[config.mk]
export PLATFORM = sky130hd
export DESIGN_NAME = signed_int_to_decimal_ascii_core
export DESIGN_NICKNAME = d
export VERILOG_FILES = /design/src/rtl/sitda_pkg.sv /design/src/rtl/signed_int_to_decimal_ascii_core.sv
export SDC_FILE = /design/constraint.sdc
export NUM_CORES = 1
export LEC_CHECK = 0
export CAP_MARGIN = 20
export CELL_PAD_IN_SITES_DETAIL_PLACEMENT = 0
export CELL_PAD_IN_SITES_GLOBAL_PLACEMENT = 1
export CORE_AREA = 8 8 94 160
export CTS_CLUSTER_DIAMETER = 120
export CTS_CLUSTER_SIZE = 14
export DETAILED_ROUTE_END_ITERATION = 12
export DIE_AREA = 0 0 102 168
export DONT_BUFFER_PORTS = 1
export GPL_TIMING_DRIVEN = 0
export PLACE_DENSITY_LB_ADDON = 0.1
export SETUP_SLACK_MARGIN = 0.15
export SLEW_MARGIN = 20
export SYNTH_ARGS = -nofsm -noshare
export SYNTH_HDL_FRONTEND = slang
export SYNTH_SLANG_ARGS = --single-unit
[constraint.sdc]
create_clock -name clk -period 3.55 [get_ports clk]
set_clock_uncertainty 0.2 [all_clocks]
set_input_delay 0.71 -clock clk [delete_from_list [all_inputs] [get_ports clk]]
set_output_delay 0.71 -clock clk [all_outputs]
set_load 0.02 [all_outputs]
[src/rtl/sitda_pkg.sv]
// shared constants and types for the signed integer to decimal text core
// no dependencies

package sitda_pkg;

	localparam int VALUE_W = 32;
	localparam int DIGITS  = 10;
	localparam int BCD_W   = 4 * DIGITS;
	localparam int CHAR_W  = 8;
	localparam int STEP_W  = $clog2(VALUE_W);
	localparam int DCNT_W  = $clog2(DIGITS + 1);

	localparam logic [CHAR_W-1:0] CHAR_ZERO  = 8'd48;
	localparam logic [CHAR_W-1:0] CHAR_MINUS = 8'd45;

	typedef logic [3:0]       bcd_digit_t;
	typedef logic [BCD_W-1:0] bcd_word_t;

endpackage

[src/rtl/signed_int_to_decimal_ascii_core.sv]
// signed 32-bit integer to decimal ascii text, most significant character first
// depends on sitda_pkg
//
// sequence: a bit-serial shift-add-3 conversion of the magnitude, one input bit per cycle,
//   then a minus sign for a negative value, then the ten bcd digits, one digit per cycle out
//   of the bcd shift register, where leading zeros are silent; busy holds until the last
//   digit is sent, and a new request is taken only once the core is idle again
// reset: asynchronous, active low; clears the sequencer and the output strobe
// the receiver cannot stall: each character is on the ports for exactly one cycle

module signed_int_to_decimal_ascii_core
	import sitda_pkg::*;
(
	input  logic                      clk,
	input  logic                      arst_n,
	input  logic                      start,
	output logic                      busy,
	input  logic signed [VALUE_W-1:0] value,
	output logic                      strobe,
	output logic        [CHAR_W-1:0]  character,
	output logic                      last
);

	// sequencer codes
	localparam logic [1:0] ST_IDLE = 2'd0;
	localparam logic [1:0] ST_CONV = 2'd1;
	localparam logic [1:0] ST_SIGN = 2'd2;
	localparam logic [1:0] ST_EMIT = 2'd3;

	logic [1:0]         state_q;
	logic [VALUE_W-1:0] mag_q;      // magnitude, shifted out msb first
	bcd_word_t          bcd_q;      // ten packed bcd digits, top digit leaves first
	logic [STEP_W-1:0]  step_q;     // conversion step count
	logic [DCNT_W-1:0]  rem_q;      // digits still in the bcd register
	logic               neg_q;
	logic               started_q;  // first digit already sent

	logic               strobe_q;
	logic [CHAR_W-1:0]  char_q;
	logic               last_q;

	logic               accept;
	bcd_word_t          bcd_adj;
	bcd_digit_t         top_digit;
	logic               skip;

	assign accept = start && (state_q == ST_IDLE);
	assign busy   = (state_q != ST_IDLE);

	// add 3 to every digit of 5 or more before the next shift
	always_comb begin
		bcd_adj = bcd_q;
		for (int i = 0; i < DIGITS; i++) begin
			if (bcd_q[4*i +: 4] >= 4'd5) begin
				bcd_adj[4*i +: 4] = bcd_q[4*i +: 4] + 4'd3;
			end
		end
	end

	assign top_digit = bcd_q[BCD_W-1 -: 4];
	// a leading zero is dropped unless it is the only digit left
	assign skip = !started_q && (top_digit == 4'd0) && (rem_q != DCNT_W'(1));

	always_ff @(posedge clk or negedge arst_n) begin
		if (!arst_n) begin
			state_q   <= ST_IDLE;
			step_q    <= '0;
			rem_q     <= '0;
			neg_q     <= 1'b0;
			started_q <= 1'b0;
			strobe_q  <= 1'b0;
		end else begin
			strobe_q <= 1'b0;
			unique case (state_q)
				ST_IDLE: begin
					if (accept) begin
						neg_q     <= value[VALUE_W-1];
						step_q    <= '0;
						started_q <= 1'b0;
						state_q   <= ST_CONV;
					end
				end
				ST_CONV: begin
					step_q <= step_q + STEP_W'(1);
					if (step_q == STEP_W'(VALUE_W - 1)) begin
						rem_q   <= DCNT_W'(DIGITS);
						state_q <= neg_q ? ST_SIGN : ST_EMIT;
					end
				end
				ST_SIGN: begin
					strobe_q <= 1'b1;
					state_q  <= ST_EMIT;
				end
				ST_EMIT: begin
					rem_q <= rem_q - DCNT_W'(1);
					if (!skip) begin
						strobe_q  <= 1'b1;
						started_q <= 1'b1;
						if (rem_q == DCNT_W'(1)) begin
							state_q <= ST_IDLE;
						end
					end
				end
				default: begin
					state_q <= ST_IDLE;
				end
			endcase
		end
	end

	// datapath, no reset needed
	always_ff @(posedge clk) begin
		unique case (state_q)
			ST_IDLE: begin
				if (accept) begin
					// most negative value wraps to its own unsigned magnitude
					mag_q <= value[VALUE_W-1] ? (~value + VALUE_W'(1)) : value;
					bcd_q <= '0;
				end
			end
			ST_CONV: begin
				bcd_q <= {bcd_adj[BCD_W-2:0], mag_q[VALUE_W-1]};
				mag_q <= {mag_q[VALUE_W-2:0], 1'b0};
			end
			ST_SIGN: begin
				char_q <= CHAR_MINUS;
				last_q <= 1'b0;
			end
			ST_EMIT: begin
				bcd_q  <= {bcd_q[BCD_W-5:0], 4'd0};
				char_q <= CHAR_ZERO + {4'd0, top_digit};
				last_q <= (rem_q == DCNT_W'(1));
			end
			default: begin
			end
		endcase
	end

	assign strobe    = strobe_q;
	assign character = char_q;
	assign last      = last_q;

`ifndef SYNTH
	// the end of a text is never directly followed by another character
	a_gap_after_last: assert property (@(posedge clk) disable iff (!arst_n)
		strobe_q && last_q |=> !strobe_q)
		else $error("character right after end of text");

	// an accepted request keeps the core busy in the next cycle
	a_busy_after_req: assert property (@(posedge clk) disable iff (!arst_n)
		start && !busy |=> busy)
		else $error("core not busy after request");

	// only a minus or a decimal digit is ever sent
	a_char_legal: assert property (@(posedge clk) disable iff (!arst_n)
		strobe_q |-> (char_q == CHAR_MINUS) ||
			((char_q >= CHAR_ZERO) && (char_q <= CHAR_ZERO + 8'd9)))
		else $error("illegal character");

	// a minus sign is always followed by digits
	a_minus_not_last: assert property (@(posedge clk) disable iff (!arst_n)
		strobe_q && (char_q == CHAR_MINUS) |-> !last_q)
		else $error("minus sign marked last");
`endif

endmodule
Word level (Yosys, flattened, before mapping)
Index checks and enable logic that the tools add are counted.
{"block": "totals", "ff_bits": 95, "latchBits": 0, "ramBits": 0, "rom_bits": 0, "word_cells": 95, "memories": 0}
{"block": "op_classes", "add_sub_neg": 14, "mul": 0, "div": 0, "order_cmp": 10, "n_eq_ne": 10, "shift": 0, "mux": 32, "bitwise": 1, "n_reduce_logical": 18}
{"op": "$pmux W40 S3", "count": 1}
{"op": "$mux W32", "count": 2}
{"op": "$pmux W32 S2", "count": 1}
{"op": "$ge A4 B3 Y1 const B", "count": 10}
{"op": "$mux W4", "count": 10}
{"op": "$mux W40", "count": 1}
{"op": "$add A4 B2 Y4 const B", "count": 9}
{"op": "$add A32 B2 Y32 const B", "count": 1}
{"op": "$not A32 Y32", "count": 1}
{"op": "$pmux W8 S2", "count": 1}
{"op": "$pmux W5 S2", "count": 1}
{"op": "$reduce_bool A2 Y1", "count": 5}
{"op": "$mux W2", "count": 4}
{"op": "$ne A2 B2 Y1 const B", "count": 4}
{"op": "$pmux W2 S4", "count": 1}
{"op": "$pmux W4 S2", "count": 1}
{"op": "$reduce_and A2 Y1", "count": 4}
{"op": "$add A6 B4 Y7 const A", "count": 1}
{"op": "$pmux W1 S2", "count": 3}
{"op": "$add A5 B1 Y5 const B", "count": 1}
{"op": "$eq A5 B5 Y1 const B", "count": 1}
{"op": "$mux W5", "count": 1}
{"op": "$eq A2 B2 Y1 const B", "count": 2}
{"op": "$eq A4 B1 Y1 const B", "count": 1}
{"op": "other kinds (13)", "count": 18}

Depth between registers and ports, before layout
Gate-level depths: netlist of run 1.
{"block": "depth", "word_depth": 5, "mapped_depth": 9, "mapped_depth_nobuf": 8}

Least setup slack after synthesis of run 1
No wires, ideal clock.
{"block": "synth_timing", "path_type": "register to register", "startpoint": "reg state_q[0]", "endpoint": "reg bcd_q[0], enable pin", "setup_ns": 0.438, "arrival_ns": 2.564, "required_time_ns": 2.912, "setup_slack_ns": 0.348, "stages_incl_launch_ff": 5, "n_path_buf": 0, "synth_period_minus_slack_ns": 3.202, "cell_sequence": "dfrtp_1 > inv_1 > ha_1 > nor2b_1 > nor2_1"}
{"block": "synth_via", "elab_chain_cells": 4, "word_cells_on_any_way": 7, "cone_classes": "eq/ne: 3; reduce/logical: 4"}
{"element": "start: declaration", "line_no": "signed_int_to_decimal_ascii_core.sv:30", "source": "logic [1:0] state_q;"}
{"element": "start signal: assignment", "line_no": "signed_int_to_decimal_ascii_core.sv:87", "source": "state_q <= neg_q ? ST_SIGN : ST_EMIT;"}
{"element": "$logic_not A2 Y1", "line_no": "signed_int_to_decimal_ascii_core.sv:47, signed_int_to_decimal_ascii_core.sv:113"}
{"element": "$logic_and A1 B1 Y1", "line_no": "signed_int_to_decimal_ascii_core.sv:47", "source": "assign accept = start && (state_q == ST_IDLE);"}
{"element": "$ne A2 B2 Y1 (no source line)"}
{"element": "$reduce_and A2 Y1 (no source line) *"}
{"element": "end signal: assignment", "line_no": "signed_int_to_decimal_ascii_core.sv:122", "source": "bcd_q <= {bcd_adj[BCD_W-2:0], mag_q[VALUE_W-1]};"}
{"element": "end signal: assignment", "line_no": "signed_int_to_decimal_ascii_core.sv:130", "source": "bcd_q <= {bcd_q[BCD_W-5:0], 4'd0};"}
{"element": "end: declaration", "line_no": "signed_int_to_decimal_ascii_core.sv:32", "source": "bcd_word_t bcd_q;"}
Every way passes the cells marked *; elsewhere a longest branch is shown, timed or not.
A chain may end at the register's enable or synchronous reset.

Final worst setup path of run 1
{"block": "layout_timing", "startpoint": "reg state_q[1]", "endpoint": "reg bcd_q[8], data pin"}
{"block": "layout_via", "elab_chain_cells": 2, "word_cells_on_any_way": 4, "cone_classes": "eq/ne: 2; mux: 1; reduce/logical: 1"}
{"element": "$eq A2 B2 Y1, or another cell as far along", "line_no": "signed_int_to_decimal_ascii_core.sv:113", "source": "unique case (state_q)"}
{"element": "$pmux W40 S3 *", "line_no": "signed_int_to_decimal_ascii_core.sv:113"}
Marks and branches as above.

==> flow_summary.html, run 1 <==
<table>
<tr><th>Metric</th><th>Value</th></tr>
<tr><th colspan="2">Run status</th></tr>
<tr><td>Status</td><td>finished clean</td></tr>
<tr><th colspan="2">Finish</th></tr>
<tr><td>Final antenna diode count</td><td>0</td></tr>
<tr><td>Number of nets in the final layout</td><td>about 650</td></tr>
<tr><td>Area delta synth-&gt;final</td><td>9.64%</td></tr>
<tr><td>Ratio of cells with drive above 1 in the final layout</td><td>0.0664</td></tr>
<tr><td>Post-route insts no fill</td><td>approximately 760</td></tr>
<tr><th colspan="2">Die</th></tr>
<tr><td>Floorplan die width</td><td>~100 um</td></tr>
<tr><td>Initial Utilization</td><td>0.444</td></tr>
<tr><td>Die Outline Area</td><td>about 17000 um2</td></tr>
<tr><td>Height of the die</td><td>between 150 and 200 um</td></tr>
<tr><td>IO Count</td><td>46</td></tr>
<tr><td>Core ar.</td><td>between 10000 and 15000 um2</td></tr>
<tr><td>Count of standard-cell rows</td><td>55</td></tr>
<tr><th colspan="2">Critical path</th></tr>
<tr><td>Crit path launch</td><td>state_q[1]</td></tr>
<tr><td>R2R Path End</td><td>bcd_q[8]</td></tr>
<tr><td>Number of cells on the worst reg-to-reg path</td><td>9</td></tr>
<tr><td>Crit path max-delay family</td><td>buffers and inverters</td></tr>
<tr><td>Buf/Inv on CP</td><td>5</td></tr>
<tr><td>Reg-to-reg setup timing slack</td><td>470 ps</td></tr>
<tr><td>Crit end category</td><td>flop</td></tr>
<tr><td>Critical path class</td><td>reg -&gt; reg</td></tr>
<tr><td>Required time of the critical path</td><td>roughly 3400 ps</td></tr>
<tr><td>Kind of start point of the critical path</td><td>flop</td></tr>
<tr><td>Worst reg2reg startpoint</td><td>state_q[1]</td></tr>
<tr><td>Largest fanout on the critical path</td><td>10</td></tr>
<tr><td>Worst-path cell with the longest stage delay</td><td>sky130_fd_sc_hd__buf_1</td></tr>
<tr><td>Worst path max stage delay</td><td>~570 ps</td></tr>
<tr><td>CP cell instances</td><td>inv_1 -&gt; ha_1 -&gt; clkbuf_1 -&gt; inv_1 -&gt; clkbuf_1 -&gt; buf_1 -&gt; nor2_1 -&gt; a21oi_1 -&gt; o32ai_1</td></tr>
<tr><td>Arrival time of data at the critical path endpoint</td><td>roughly 2900 ps</td></tr>
<tr><th colspan="2">Hold path</th></tr>
<tr><td>WHS Path Cells</td><td>1</td></tr>
<tr><td>Hold Startpoint</td><td>neg_q</td></tr>
<tr><td>End of the worst hold path</td><td>neg_q</td></tr>
<tr><td>Kind of path behind the tightest hold check</td><td>reg -&gt; reg</td></tr>
<tr><th colspan="2">Placement</th></tr>
<tr><td>Global placement routability congestion</td><td>0.746</td></tr>
<tr><td>Post-Place Setup Slack</td><td>417 ps</td></tr>
<tr><td>Half-perimeter wire length after detailed placement</td><td>just over 10000 um</td></tr>
<tr><td>Post-Place Cells</td><td>741</td></tr>
<tr><td>Number of buffers added on ports</td><td>0</td></tr>
<tr><th colspan="2">GRT</th></tr>
<tr><td>First-pass GRT wire length</td><td>about 22000 um</td></tr>
<tr><td>Global route total overflow</td><td>0</td></tr>
<tr><td>Via count of the first global-routing pass</td><td>about 4400</td></tr>
<tr><td>Number of antenna violations at the first check in global routing</td><td>0</td></tr>
<tr><td>Maximum number of pins on one net before global-route repair</td><td>34</td></tr>
<tr><td>Overall global routing resource usage</td><td>0.167</td></tr>
<tr><th colspan="2">Yosys</th></tr>
<tr><td>Most used DFF post-synth</td><td>sky130_fd_sc_hd__edfxtp_1</td></tr>
<tr><td>Synth area leaders</td><td>sky130_fd_sc_hd__edfxtp_1 41%, sky130_fd_sc_hd__ha_1 7.0%, sky130_fd_sc_hd__o21ai_0 6.5%</td></tr>
<tr><td>Cells after Synth</td><td>568</td></tr>
<tr><td>Count of warnings emitted by yosys</td><td>0</td></tr>
<tr><td>Yosys reg bits</td><td>92</td></tr>
<tr><td>Proportion of netlist area held by the largest area contributor</td><td>0.412</td></tr>
<tr><td>Number of library cell types mapped by synthesis</td><td>between 50 and 60</td></tr>
<tr><td>Syn Std Cell Area</td><td>roughly 5700 um2</td></tr>
<tr><td>Post-synthesis sequential area ratio</td><td>0.474</td></tr>
<tr><td>Fraction of synthesis flops using an asynchronous set or reset pin</td><td>0.152</td></tr>
<tr><td>Top-count cell post-synth</td><td>sky130_fd_sc_hd__edfxtp_1</td></tr>
<tr><td>Commonest cells in the synthesized netlist</td><td>78 x sky130_fd_sc_hd__edfxtp_1, 76 x sky130_fd_sc_hd__nand2_1, 74 x sky130_fd_sc_hd__o21ai_0, 32 x sky130_fd_sc_hd__ha_1, 32 x sky130_fd_sc_hd__inv_1</td></tr>
<tr><td>EDFF count, synth</td><td>78</td></tr>
<tr><td>Synthesized area per cell</td><td>about 10 um2</td></tr>
<tr><td>Library cell occupying the most area in the post-synthesis netlist</td><td>sky130_fd_sc_hd__edfxtp_1</td></tr>
<tr><th colspan="2">Routing</th></tr>
<tr><td>Total Wirelength</td><td>between 10000 and 15000 um</td></tr>
<tr><td>Iter 0 DRT Violations</td><td>180</td></tr>
<tr><td>Total number of vias</td><td>4164</td></tr>
<tr><td>Post-DR wirelength/cell</td><td>between 15 and 20 um</td></tr>
<tr><td>DRC violation count after routing</td><td>0</td></tr>
<tr><td>Via-per-instance ratio</td><td>about 5.5</td></tr>
<tr><td>Pre-antenna DRT Iters</td><td>4</td></tr>
<tr><td>Post-route antenna net violation count</td><td>0</td></tr>
<tr><th colspan="2">Power</th></tr>
<tr><td>Max VDD drop</td><td>roughly 430 uV</td></tr>
<tr><td>Standby leakage power</td><td>about 2.3 nW</td></tr>
<tr><td>Cell Pwr Density</td><td>around 900 nW/um2</td></tr>
<tr><th colspan="2">Clock tree</th></tr>
<tr><td>CTS clk-pin slew, worst paths</td><td>about 70 ps</td></tr>
<tr><td>Number of gates resized after cts</td><td>0</td></tr>
<tr><td>Level count of the clock H-tree</td><td>3</td></tr>
<tr><td>Root Buffer</td><td>sky130_fd_sc_hd__clkbuf_16</td></tr>
<tr><td>Number of sinks on the clock net</td><td>around 90</td></tr>
<tr><td>Clk buf depth</td><td>2</td></tr>
<tr><td>Total setup buffers inserted after CTS</td><td>0</td></tr>
<tr><td>Later-pin clock latency in the skew report</td><td>about 330 ps</td></tr>
<tr><td>CTS tree</td><td>yes</td></tr>
<tr><td>TritonCTS buffer count</td><td>9</td></tr>
<tr><th colspan="2">Timing</th></tr>
<tr><td>Actual slew at the worst max-slew pin</td><td>just under 800 ps</td></tr>
<tr><td>Minimum clock period</td><td>3080 ps</td></tr>
<tr><td>Setup violators final</td><td>0</td></tr>
<tr><td>Final-report hold violation count</td><td>0</td></tr>
<tr><td>Normalized max-slew margin</td><td>0.466</td></tr>
<tr><td>Achievable Freq</td><td>0.324 GHz</td></tr>
<tr><td>Unrepaired setup endpoints after global routing</td><td>no</td></tr>
<tr><td>Post-layout worst setup margin</td><td>467 ps</td></tr>
<tr><td>Count of final max-slew check failures</td><td>0</td></tr>
<tr><td>Tcrit/Tclk final</td><td>0.869</td></tr>
<tr><th colspan="2">Job</th></tr>
<tr><td># Max-Cap Violations</td><td>0</td></tr>
</table>
[per-layer routing]
metal,vias up,wire length [um],GRT usage
met5,-,0,0
met4,0,154,0.0501
met3,9,527,0.0347
met2,69,7840,0.319
met1,2005,5090,0.172
li1,2081,-,-
[through the flow]
| stage | util | hold slack, ps | area (um2) | TNS (ps) | power, mW |
|---|---|---|---|---|---|
| 5_1_grt | 0.487 | 304 | 6230 | 0 | 6.23 |
| 6_report | 0.487 | 297 | 6230 | 0 | 5.76 |
| 3_3_place_gp | 0.461 | 215 | 5900 | -26530 | 4.77 |
| 3_5_place_dp | 0.464 | 215 | 5940 | 0 | 4.90 |
| 2_1_floorplan | - | 214 | 5690 | 0 | 4.09 |
| 4_1_cts | 0.487 | 300 | 6230 | 0 | 5.84 |
[how the worst max path moves through the flow]
stage	slack [ps]	endpoint	cells after the start
after global routing	240	bcd_q[24]	9
after detailed placement	420	bcd_q[8]	9
final	470	bcd_q[8]	9
after CTS	400	bcd_q[8]	9
after floorplan	350	bcd_q[0]	4
after global placement	-670	bcd_q[2]	4
[flip-flops by register name (all words and copies together), names as in the netlist]
| name | cells |
|---|---|
| strobe | 1 |
| character | 5 |
| bcd_q | 40 |
| started_q | 1 |
| rem_q | 4 |
| step_q | 5 |
| mag_q | 32 |
| state_q | 2 |
| neg_q | 1 |
| last | 1 |
[logic make-up (layout without fill, tap and decap cells)]
kind of cell             Yosys count  in the layout  synth area share
AO/OA/AOI/OAI                    157            157             0.170
XOR/XNOR                          41             41            0.0632
adder cells (fa/ha/maj)           32             32            0.0704
buffers and inverters             58             76            0.0405
flip-flops                        92             92             0.474
multiplexers                      12             12            0.0231
other                              2              3           0.00132
AND/OR/NAND/NOR                  174            174             0.158
[timing repair]
item / in CTS / in global routing
endpoints found under the setup margin: 0 / 0
hold buffers: 1 / 0
hold endpoints to repair: 14 / 0
[cell type report]
cell class                 instances  area (um2)
multi-input combinational        419        2770
fill                            1262        6570
inverter                          32         120
tap                              171         214
sequential                        92        2690
clock buffer                      11         233
timing repair buffer               2        37.5
buffer                            26         110
clock inverter                     5        52.6
[layout by cell type (no fill, tap or decap), types with 6 or more instances in the layout]
cell                        count
sky130_fd_sc_hd__inv_1         31
sky130_fd_sc_hd__o21ai_0       74
sky130_fd_sc_hd__nor3b_1        9
sky130_fd_sc_hd__nand2b_1      21
sky130_fd_sc_hd__o31ai_1       13
sky130_fd_sc_hd__edfxtp_1      78
sky130_fd_sc_hd__xor2_1        21
sky130_fd_sc_hd__nor3_1        12
sky130_fd_sc_hd__xnor2_1       20
sky130_fd_sc_hd__nand3_1        6
sky130_fd_sc_hd__nor2_1        18
sky130_fd_sc_hd__nand2_1       76
sky130_fd_sc_hd__a21oi_1       31
sky130_fd_sc_hd__nor2b_1        6
sky130_fd_sc_hd__mux2_2         9
sky130_fd_sc_hd__clkbuf_1      19
sky130_fd_sc_hd__ha_1          32
sky130_fd_sc_hd__dfrtp_1       14
sky130_fd_sc_hd__clkbuf_16      9
sky130_fd_sc_hd__a22o_1        12
[power by group]
| group | internal (mW) | switching (mW) |
|---|---|---|
| registers | 2.00 | 0.411 |
| clock network | 0.543 | 0.397 |
| logic | 0.874 | 1.53 |
| total | 3.42 | 2.34 |
(Power assumes the default switching activity.)
==> inputs of run 2 (changes only) <==
- BUFFER_PORTS_ARGS: not set -> -buffer_cell sky130_fd_sc_hd__buf_4
- DONT_BUFFER_PORTS: 1 -> not set
==> run 2 against run 1 <==
Total power is 3.7% higher; via count grew 5.1%; register-to-register slack better by 70 ps; utilization increased by 2.7 points; count of clock-buffer cells in the layout unchanged; sequential cell count unchanged; global-route usage rose by 0.47 points; combinational power up 7%; first-iteration DRC count down 14%; hold slack better by 15 ps; clock power grew 7%; highest routed layer unchanged.
==> flow_summary.html, run 2 (synthesized netlist as in run 1, its figures left out) <==
<table>
<tr><th>Metric</th><th>Value</th></tr>
<tr><th colspan="2">Routing</th></tr>
<tr><td>DRC violation count after routing</td><td>0</td></tr>
<tr><td>Post-route antenna net violation count</td><td>0</td></tr>
<tr><td>Iter 0 DRT Violations</td><td>approximately 150</td></tr>
<tr><td>Total Wirelength</td><td>~14000 um</td></tr>
<tr><td>Via-per-instance ratio</td><td>5.47</td></tr>
<tr><td>Pre-antenna DRT Iters</td><td>4</td></tr>
<tr><td>Post-DR wirelength/cell</td><td>approximately 17 um</td></tr>
<tr><td>Total number of vias</td><td>~4400</td></tr>
<tr><th colspan="2">Finish</th></tr>
<tr><td>Commonest cells after routing, fill and taps aside</td><td>78 x sky130_fd_sc_hd__edfxtp_1, 76 x sky130_fd_sc_hd__nand2_1, 74 x sky130_fd_sc_hd__o21ai_0</td></tr>
<tr><td>Post-route insts no fill</td><td>800</td></tr>
<tr><td>Register with the most flip-flops</td><td>bcd_q</td></tr>
<tr><td>Number of nets in the final layout</td><td>between 600 and 700</td></tr>
<tr><td>Flip-flop count of the largest register after layout</td><td>40</td></tr>
<tr><td>Non-Filler Cell Area, Final</td><td>roughly 6600 um2</td></tr>
<tr><td>Top Registers</td><td>bcd_q (40), mag_q (32)</td></tr>
<tr><td>Commonest non-fill, non-tap cell in the layout</td><td>sky130_fd_sc_hd__edfxtp_1</td></tr>
<tr><td>Final antenna diode count</td><td>0</td></tr>
<tr><td>Total of fill cells in the finished design</td><td>~1300</td></tr>
<tr><td>Core utilization of the finished layout</td><td>0.514</td></tr>
<tr><td>Ratio of cells with drive above 1 in the final layout</td><td>0.132</td></tr>
<tr><td>Area delta synth-&gt;final</td><td>15.7%</td></tr>
<tr><th colspan="2">Clock tree</th></tr>
<tr><td>CTS tree</td><td>yes</td></tr>
<tr><td>Root Buffer</td><td>sky130_fd_sc_hd__clkbuf_16</td></tr>
<tr><td>Number of sinks on the clock net</td><td>92</td></tr>
<tr><td>TritonCTS buffer count</td><td>9</td></tr>
<tr><td>Later-pin clock latency in the skew report</td><td>around 350 ps</td></tr>
<tr><td>Level count of the clock H-tree</td><td>3</td></tr>
<tr><td>CTS clk-pin slew, worst paths</td><td>60 ps</td></tr>
<tr><td>Clk buf depth</td><td>2</td></tr>
<tr><th colspan="2">Timing</th></tr>
<tr><td>Unrepaired setup endpoints after global routing</td><td>no</td></tr>
<tr><td>Final-report hold violation count</td><td>0</td></tr>
<tr><td>Minimum clock period</td><td>about 3000 ps</td></tr>
<tr><td>Final sum of negative setup slack</td><td>0 ps</td></tr>
<tr><td>Count of final max-slew check failures</td><td>0</td></tr>
<tr><td>Actual slew at the worst max-slew pin</td><td>approximately 800 ps</td></tr>
<tr><td>Achievable Freq</td><td>roughly 0.33 GHz</td></tr>
<tr><td>Tcrit/Tclk final</td><td>0.850</td></tr>
<tr><td>Setup violators final</td><td>0</td></tr>
<tr><td>Normalized max-slew margin</td><td>0.477</td></tr>
<tr><th colspan="2">Critical path</th></tr>
<tr><td>Number of cells on the worst reg-to-reg path</td><td>7</td></tr>
<tr><td>Reg-to-reg setup timing slack</td><td>530 ps</td></tr>
<tr><td>Required time of the critical path</td><td>between 3000 and 4000 ps</td></tr>
<tr><td>Kind of start point of the critical path</td><td>flop</td></tr>
<tr><td>Critical path class</td><td>reg -&gt; reg</td></tr>
<tr><td>Arrival time of data at the critical path endpoint</td><td>about 2900 ps</td></tr>
<tr><td>Worst reg2reg startpoint</td><td>state_q[1]</td></tr>
<tr><td>Crit end category</td><td>flop</td></tr>
<tr><td>Largest fanout on the critical path</td><td>10</td></tr>
<tr><td>R2R Path End</td><td>bcd_q[16]</td></tr>
<tr><th colspan="2">Die</th></tr>
<tr><td>Height of the die</td><td>between 150 and 200 um</td></tr>
<tr><td>Core ar.</td><td>12800 um2</td></tr>
<tr><td>Die Outline Area</td><td>between 15000 and 20000 um2</td></tr>
<tr><td>Floorplan die width</td><td>just over 100 um</td></tr>
<tr><td>Initial Utilization</td><td>0.444</td></tr>
<tr><td>IO Count</td><td>46</td></tr>
<tr><td>Count of standard-cell rows</td><td>55</td></tr>
<tr><th colspan="2">Power</th></tr>
<tr><td>Final Total Pwr</td><td>~6.0 mW</td></tr>
<tr><td>Max VDD drop</td><td>roughly 400 uV</td></tr>
<tr><td>Standby leakage power</td><td>about 2.5 nW</td></tr>
<tr><td>Cell Pwr Density</td><td>908 nW/um2</td></tr>
<tr><th colspan="2">Hold path</th></tr>
<tr><td>Hold Startpoint</td><td>step_q[4]</td></tr>
<tr><td>Kind of path behind the tightest hold check</td><td>reg -&gt; reg</td></tr>
<tr><td>End of the worst hold path</td><td>step_q[4]</td></tr>
<tr><td>WHS Path Cells</td><td>1</td></tr>
<tr><th colspan="2">Job</th></tr>
<tr><td># Max-Cap Violations</td><td>0</td></tr>
<tr><th colspan="2">GRT</th></tr>
<tr><td>Global route total overflow</td><td>0</td></tr>
<tr><td>Overall global routing resource usage</td><td>0.172</td></tr>
<tr><td>Via count of the first global-routing pass</td><td>around 4600</td></tr>
<tr><td>Number of antenna violations at the first check in global routing</td><td>0</td></tr>
<tr><td>Maximum number of pins on one net before global-route repair</td><td>34</td></tr>
<tr><td>First-pass GRT wire length</td><td>around 23000 um</td></tr>
<tr><th colspan="2">Placement</th></tr>
<tr><td>Post-Place Cells</td><td>783</td></tr>
<tr><td>Half-perimeter wire length after detailed placement</td><td>~10000 um</td></tr>
<tr><td>Global placement routability congestion</td><td>roughly 0.80</td></tr>
<tr><td>Number of buffers added on ports</td><td>42</td></tr>
<tr><td>Placement-stage cell area</td><td>6250 um2</td></tr>
<tr><th colspan="2">Run status</th></tr>
<tr><td>Status</td><td>finished clean</td></tr>
</table>
==> run 2: report_power, final <==
| part | switching [mW] | internal, mW |
|---|---|---|
| clock network | 0.421 | 0.586 |
| registers | 0.372 | 2.00 |
| logic | 1.64 | 0.950 |
| total | 2.43 | 3.53 |
==> run 2: worst max path at each step <==
stage | to | slack, ps | cells past startpoint | startpoint
finish | bcd_q[16] | 530 | 7 | state_q[1]
global route | bcd_q[5] | 320 | 7 | state_q[1]
CTS | bcd_q[8] | 350 | 9 | state_q[1]
detailed placement | bcd_q[8] | 360 | 9 | state_q[1]
global placement | bcd_q[2] | -690 | 4 | state_q[1]
floorplan | bcd_q[0] | 350 | 4 | state_q[0]
==> run 2: metal layers <==
layer	up-vias	wire, um	GRT usage
met5	-	0	0
met4	0	214	0.0559
met3	17	336	0.0289
met2	66	7820	0.328
met1	2127	5580	0.179
li1	2165	-	-
==> run 2: critical path, stage by stage, from the launching register on <==
cell and delay [ps]:
sky130_fd_sc_hd__dfrtp_1 420, sky130_fd_sc_hd__inv_1 120, sky130_fd_sc_hd__ha_1 190, sky130_fd_sc_hd__clkbuf_1 240
sky130_fd_sc_hd__inv_1 130, sky130_fd_sc_hd__clkbuf_1 600, sky130_fd_sc_hd__clkbuf_1 610, sky130_fd_sc_hd__o32ai_1 220
==> run 2: metrics by stage <==
stage	setup WS, ps	hold WS [ps]
2_1_floorplan	348	214
3_3_place_gp	-685	282
3_5_place_dp	361	292
4_1_cts	355	310
5_1_grt	324	333
6_report	534	312
==> run 2: cell type report <==
| type | count | area (um2) | area share |
|---|---|---|---|
| Clock inverter | 5 | 58.8 | 0.00894 |
| Multi-Input combinational cell | 419 | 2770 | 0.422 |
| Inverter | 32 | 120 | 0.0183 |
| Sequential cell | 92 | 2690 | 0.410 |
| Tap cell | 171 | 214 | 0.0325 |
| Buffer | 26 | 111 | 0.0169 |
| Clock buffer | 11 | 253 | 0.0384 |
| Timing Repair Buffer | 44 | 353 | 0.0537 |
==> run 2: timing repair <==
item,4_1_cts,5_1_grt
setup endpoints to repair,0,4
resized for setup,0,1
hold buffers,1,0
buffers inserted,0,0
hold endpoints to repair,11,0
==> inputs of run 3 (changes only) <==
- ABC_AREA: not set -> 1
- CORE_AREA: 8 8 94 160 -> 8 8 100 169
- DIE_AREA: 0 0 102 168 -> 0 0 108 177
- clock period: 3.55 -> 2.7 ns (I/O delays scaled with it)
==> run 3 against run 2 <==
Hold slack lost 20 ps; sequential share of layout area is 0.96 points lower; design area rose by 2.4%; register-to-register slack worse by 240 ps; combinational power rose by 22%; critical path type unchanged; largest power group unchanged.
==> flow_summary.html, run 3 <==
<table>
<tr><th>Metric</th><th>Value</th></tr>
<tr><th colspan="2">Placement</th></tr>
<tr><td>Placement-stage cell area</td><td>between 6000 and 7000 um2</td></tr>
<tr><td>Half-perimeter wire length after detailed placement</td><td>between 10000 and 15000 um</td></tr>
<tr><td>Global placement routability congestion</td><td>approximately 0.87</td></tr>
<tr><td>Number of buffers added on ports</td><td>42</td></tr>
<tr><th colspan="2">Routing</th></tr>
<tr><td>Iter 0 DRT Violations</td><td>about 200</td></tr>
<tr><td>Total Wirelength</td><td>around 15000 um</td></tr>
<tr><td>Total number of vias</td><td>4841</td></tr>
<tr><td>Via-per-instance ratio</td><td>roughly 5.1</td></tr>
<tr><td>Pre-antenna DRT Iters</td><td>4</td></tr>
<tr><td>Post-route antenna net violation count</td><td>0</td></tr>
<tr><td>Post-DR wirelength/cell</td><td>16.1 um</td></tr>
<tr><td>DRC violation count after routing</td><td>0</td></tr>
<tr><th colspan="2">Die</th></tr>
<tr><td>Core ar.</td><td>14700 um2</td></tr>
<tr><td>IO Count</td><td>between 40 and 50</td></tr>
<tr><td>Count of standard-cell rows</td><td>59</td></tr>
<tr><td>Die Outline Area</td><td>between 15000 and 20000 um2</td></tr>
<tr><td>Initial Utilization</td><td>0.398</td></tr>
<tr><td>Floorplan die width</td><td>108 um</td></tr>
<tr><td>Height of the die</td><td>approximately 180 um</td></tr>
<tr><th colspan="2">Critical path</th></tr>
<tr><td>Worst-path cell with the longest stage delay</td><td>sky130_fd_sc_hd__dfrtp_1</td></tr>
<tr><td>Crit path launch</td><td>state_q[0]</td></tr>
<tr><td>Crit path max-delay family</td><td>compound AO/OA/AOI/OAI gates</td></tr>
<tr><td>Required time of the critical path</td><td>between 2000 and 3000 ps</td></tr>
<tr><td>Crit path depth</td><td>7</td></tr>
<tr><td>Critical path class</td><td>reg -&gt; reg</td></tr>
<tr><td>Worst reg2reg startpoint</td><td>state_q[0]</td></tr>
<tr><td>Reg-to-reg setup timing slack</td><td>just under 300 ps</td></tr>
<tr><td>Arrival time of data at the critical path endpoint</td><td>between 2000 and 2500 ps</td></tr>
<tr><td>Worst path max stage delay</td><td>420 ps</td></tr>
<tr><td>Critical path capture point</td><td>step_q[3]</td></tr>
<tr><td>Buf/Inv on CP</td><td>1</td></tr>
<tr><td>Crit end category</td><td>flop</td></tr>
<tr><td>Number of cells on the worst reg-to-reg path</td><td>7</td></tr>
<tr><td>R2R Path End</td><td>step_q[3]</td></tr>
<tr><td>Kind of start point of the critical path</td><td>flop</td></tr>
<tr><td>CP cell instances</td><td>inv_1 -&gt; ha_1 -&gt; nand2_1 -&gt; o21ai_4 -&gt; nand4_1 -&gt; o22ai_1 -&gt; a21oi_1</td></tr>
<tr><td>Largest fanout on the critical path</td><td>18</td></tr>
<tr><th colspan="2">Yosys</th></tr>
<tr><td>EDFF count, synth</td><td>between 70 and 80</td></tr>
<tr><td>Share of cell area taken by muxes after synthesis</td><td>0</td></tr>
<tr><td>Largest family of logic cells by synthesized area</td><td>simple AND/OR/NAND/NOR gates</td></tr>
<tr><td>Syn Std Cell Area</td><td>approximately 5800 um2</td></tr>
<tr><td>Library cell occupying the most area in the post-synthesis netlist</td><td>sky130_fd_sc_hd__edfxtp_1</td></tr>
<tr><td>Fraction of synthesis flops using an asynchronous set or reset pin</td><td>0.152</td></tr>
<tr><td>Most used DFF post-synth</td><td>sky130_fd_sc_hd__edfxtp_1</td></tr>
<tr><td>Area share of and/or/nand/nor cells after synthesis</td><td>0.214</td></tr>
<tr><td>Commonest cells in the synthesized netlist</td><td>125 x sky130_fd_sc_hd__nand2_1, 92 x sky130_fd_sc_hd__nor2_1, 91 x sky130_fd_sc_hd__inv_1, 78 x sky130_fd_sc_hd__edfxtp_1, 76 x sky130_fd_sc_hd__o21ai_0</td></tr>
<tr><td>Post-synthesis sequential area ratio</td><td>0.461</td></tr>
<tr><td>Count of warnings emitted by yosys</td><td>0</td></tr>
<tr><td>Arithmetic-cell share of the synthesized area counting full adders, half adders and majority gates</td><td>0.0685</td></tr>
<tr><td>Post-Synth XOR/XNOR Area</td><td>0.0120</td></tr>
<tr><td>Number of library cell types mapped by synthesis</td><td>40</td></tr>
<tr><td>Top-count cell post-synth</td><td>sky130_fd_sc_hd__nand2_1</td></tr>
<tr><td>Compound-Gate Fraction of Synth Area</td><td>0.158</td></tr>
<tr><td>Cells after Synth</td><td>around 710</td></tr>
<tr><td>Synth area leaders</td><td>sky130_fd_sc_hd__edfxtp_1 40%, sky130_fd_sc_hd__nand2_1 8.0%, sky130_fd_sc_hd__ha_1 6.9%</td></tr>
<tr><td>Proportion of netlist area held by the largest area contributor</td><td>0.401</td></tr>
<tr><td>Yosys reg bits</td><td>92</td></tr>
<tr><td>Synthesized area per cell</td><td>8.26 um2</td></tr>
<tr><th colspan="2">Hold path</th></tr>
<tr><td>Kind of path behind the tightest hold check</td><td>reg -&gt; reg</td></tr>
<tr><td>WHS Path Cells</td><td>2</td></tr>
<tr><th colspan="2">GRT</th></tr>
<tr><td>Overall global routing resource usage</td><td>0.166</td></tr>
<tr><td>First-pass GRT wire length</td><td>24700 um</td></tr>
<tr><td>Maximum number of pins on one net before global-route repair</td><td>27</td></tr>
<tr><td>Via count of the first global-routing pass</td><td>~5000</td></tr>
<tr><td>Global route total overflow</td><td>0</td></tr>
<tr><td>Number of antenna violations at the first check in global routing</td><td>0</td></tr>
<tr><th colspan="2">Timing</th></tr>
<tr><td>Minimum clock period</td><td>2400 ps</td></tr>
<tr><td>Setup violators final</td><td>0</td></tr>
<tr><td>Count of final max-slew check failures</td><td>0</td></tr>
<tr><td>Actual slew at the worst max-slew pin</td><td>a little under 700 ps</td></tr>
<tr><td>Normalized max-slew margin</td><td>0.547</td></tr>
<tr><td>Final-report hold violation count</td><td>0</td></tr>
<tr><td>Unrepaired setup endpoints after global routing</td><td>no</td></tr>
<tr><td>Final sum of negative setup slack</td><td>0 ps</td></tr>
<tr><td>Achievable Freq</td><td>~0.42 GHz</td></tr>
<tr><td>Final worst hold slack</td><td>slightly below 300 ps</td></tr>
<tr><td>Tcrit/Tclk final</td><td>0.890</td></tr>
<tr><th colspan="2">Clock tree</th></tr>
<tr><td>TritonCTS buffer count</td><td>9</td></tr>
<tr><td>CTS clk-pin slew, worst paths</td><td>approximately 70 ps</td></tr>
<tr><td>Root Buffer</td><td>sky130_fd_sc_hd__clkbuf_16</td></tr>
<tr><td>Clk buf depth</td><td>2</td></tr>
<tr><td>Level count of the clock H-tree</td><td>3</td></tr>
<tr><td>Total setup buffers inserted after CTS</td><td>0</td></tr>
<tr><td>Number of sinks on the clock net</td><td>92</td></tr>
<tr><td>CTS tree</td><td>yes</td></tr>
<tr><td>Later-pin clock latency in the skew report</td><td>~350 ps</td></tr>
<tr><th colspan="2">Power</th></tr>
<tr><td>Internal portion of total power</td><td>4.19 mW</td></tr>
<tr><td>Net load switching power</td><td>about 3.1 mW</td></tr>
<tr><td>Cell Pwr Density</td><td>between 1000 and 1500 nW/um2</td></tr>
<tr><td>Standby leakage power</td><td>2.90 nW</td></tr>
<tr><td>Relative contribution of the clock network to total power</td><td>0.166</td></tr>
<tr><td>Sequential power share</td><td>0.399</td></tr>
<tr><td>Max VDD drop</td><td>roughly 410 uV</td></tr>
<tr><td>Comb pwr share</td><td>0.435</td></tr>
<tr><td>Switching share of total power</td><td>0.423</td></tr>
<tr><th colspan="2">Finish</th></tr>
<tr><td>Register with the most flip-flops</td><td>bcd_q</td></tr>
<tr><td>Commonest cells after routing, fill and taps aside</td><td>125 x sky130_fd_sc_hd__nand2_1, 91 x sky130_fd_sc_hd__inv_1, 91 x sky130_fd_sc_hd__nor2_1</td></tr>
<tr><td>Top Registers</td><td>bcd_q (40), mag_q (32)</td></tr>
<tr><td>Ratio of cells with drive above 1 in the final layout</td><td>0.129</td></tr>
<tr><td>Flip-flop count of the largest register after layout</td><td>40</td></tr>
<tr><td>Non-Filler Cell Area, Final</td><td>between 6000 and 7000 um2</td></tr>
<tr><td>Number of nets in the final layout</td><td>a little over 800</td></tr>
<tr><td>Commonest non-fill, non-tap cell in the layout</td><td>sky130_fd_sc_hd__nand2_1</td></tr>
<tr><td>Area delta synth-&gt;final</td><td>15.2%</td></tr>
<tr><td>Total of fill cells in the finished design</td><td>between 1000 and 1500</td></tr>
<tr><td>Core utilization of the finished layout</td><td>0.458</td></tr>
<tr><td>Final antenna diode count</td><td>0</td></tr>
<tr><th colspan="2">Run status</th></tr>
<tr><td>Status</td><td>finished clean</td></tr>
<tr><th colspan="2">Job</th></tr>
<tr><td># Max-Cap Violations</td><td>0</td></tr>
</table>
[run 3: cell types whose count changed in the layout (fill, tap and decap cells not counted), moves of 12 or more]
cell | previous run | this run
sky130_fd_sc_hd__a21oi_1 | 31 | 49
sky130_fd_sc_hd__nand2_1 | 76 | 125
sky130_fd_sc_hd__inv_1 | 31 | 91
sky130_fd_sc_hd__a22o_1 | 12 | 0
sky130_fd_sc_hd__xnor2_1 | 20 | 0
sky130_fd_sc_hd__xor2_1 | 21 | 8
sky130_fd_sc_hd__nor2_1 | 18 | 91
sky130_fd_sc_hd__nand2b_1 | 21 | 0
sky130_fd_sc_hd__nand3_1 | 6 | 49
[run 3: worst min-delay path, stage by stage (launching register included)]
cell	delay, ps
sky130_fd_sc_hd__dfrtp_1	350
sky130_fd_sc_hd__nand2_1	50
sky130_fd_sc_hd__o21ai_0	60
[run 3: layer usage]
metal / global-route usage / vias to the layer above / share of wire
li1: - / 2491 / -
met1: 0.174 / 2259 / 0.40
met2: 0.314 / 74 / 0.56
met3: 0.0263 / 17 / 0.022
met4: 0.0640 / 0 / 0.018
met5: 0 / - / 0
[run 3: final cells by class]
class / instances / area (um2) / share of cell area
well taps: 183 / 229 / 0.0340
repair buffers: 44 / 345 / 0.0513
plain buffers: 25 / 140 / 0.0208
clock inverters: 5 / 37.5 / 0.00558
clock buffers: 11 / 243 / 0.0361
inverters: 95 / 359 / 0.0533
flip-flops and latches: 92 / 2690 / 0.400
multi-input cells: 497 / 2690 / 0.399
[run 3: worst min path at each step]
stage              start        end  slack [ps]
2_1_floorplan     arst_n      neg_q          40
3_3_place_gp      arst_n   rem_q[2]         200
3_5_place_dp      arst_n   rem_q[2]         200
4_1_cts            neg_q      neg_q         300
5_1_grt        step_q[4]  step_q[4]         330
6_report           neg_q      neg_q         290
[run 3: power by group through the flow]
stage          sequential, mW  combinational [mW]  clock (mW)
6_report                 2.90                3.16        1.20
5_1_grt                  2.99                3.61        1.29
4_1_cts                  2.91                3.22        1.24
3_5_place_dp             2.93                3.18           0
3_3_place_gp             2.92                3.02           0
2_1_floorplan            2.88                2.13           0
[run 3: what timing repair did]
item / in CTS / in global routing
resized for setup: 0 / 1
cloned: 1 / 0
endpoints found under the hold margin: 14 / 0
pin swaps: 1 / 0
hold buffers: 1 / 0
setup endpoints to repair: 4 / 18
[run 3: cell families after synthesis]
kind of cell,Yosys count
compound gates,162
fa+ha+maj,32
other cells,2
buf+inv,120
xor+xnor,8
simple gates,291
flops,92
[run 3: through the flow]
step	power, mW	setup slack (ps)	cells
2_1_floorplan	5.01	477	708
3_3_place_gp	5.95	67.9	933
3_5_place_dp	6.10	-36.0	934
4_1_cts	7.36	201	952
5_1_grt	7.88	174	952
6_report	7.27	297	952
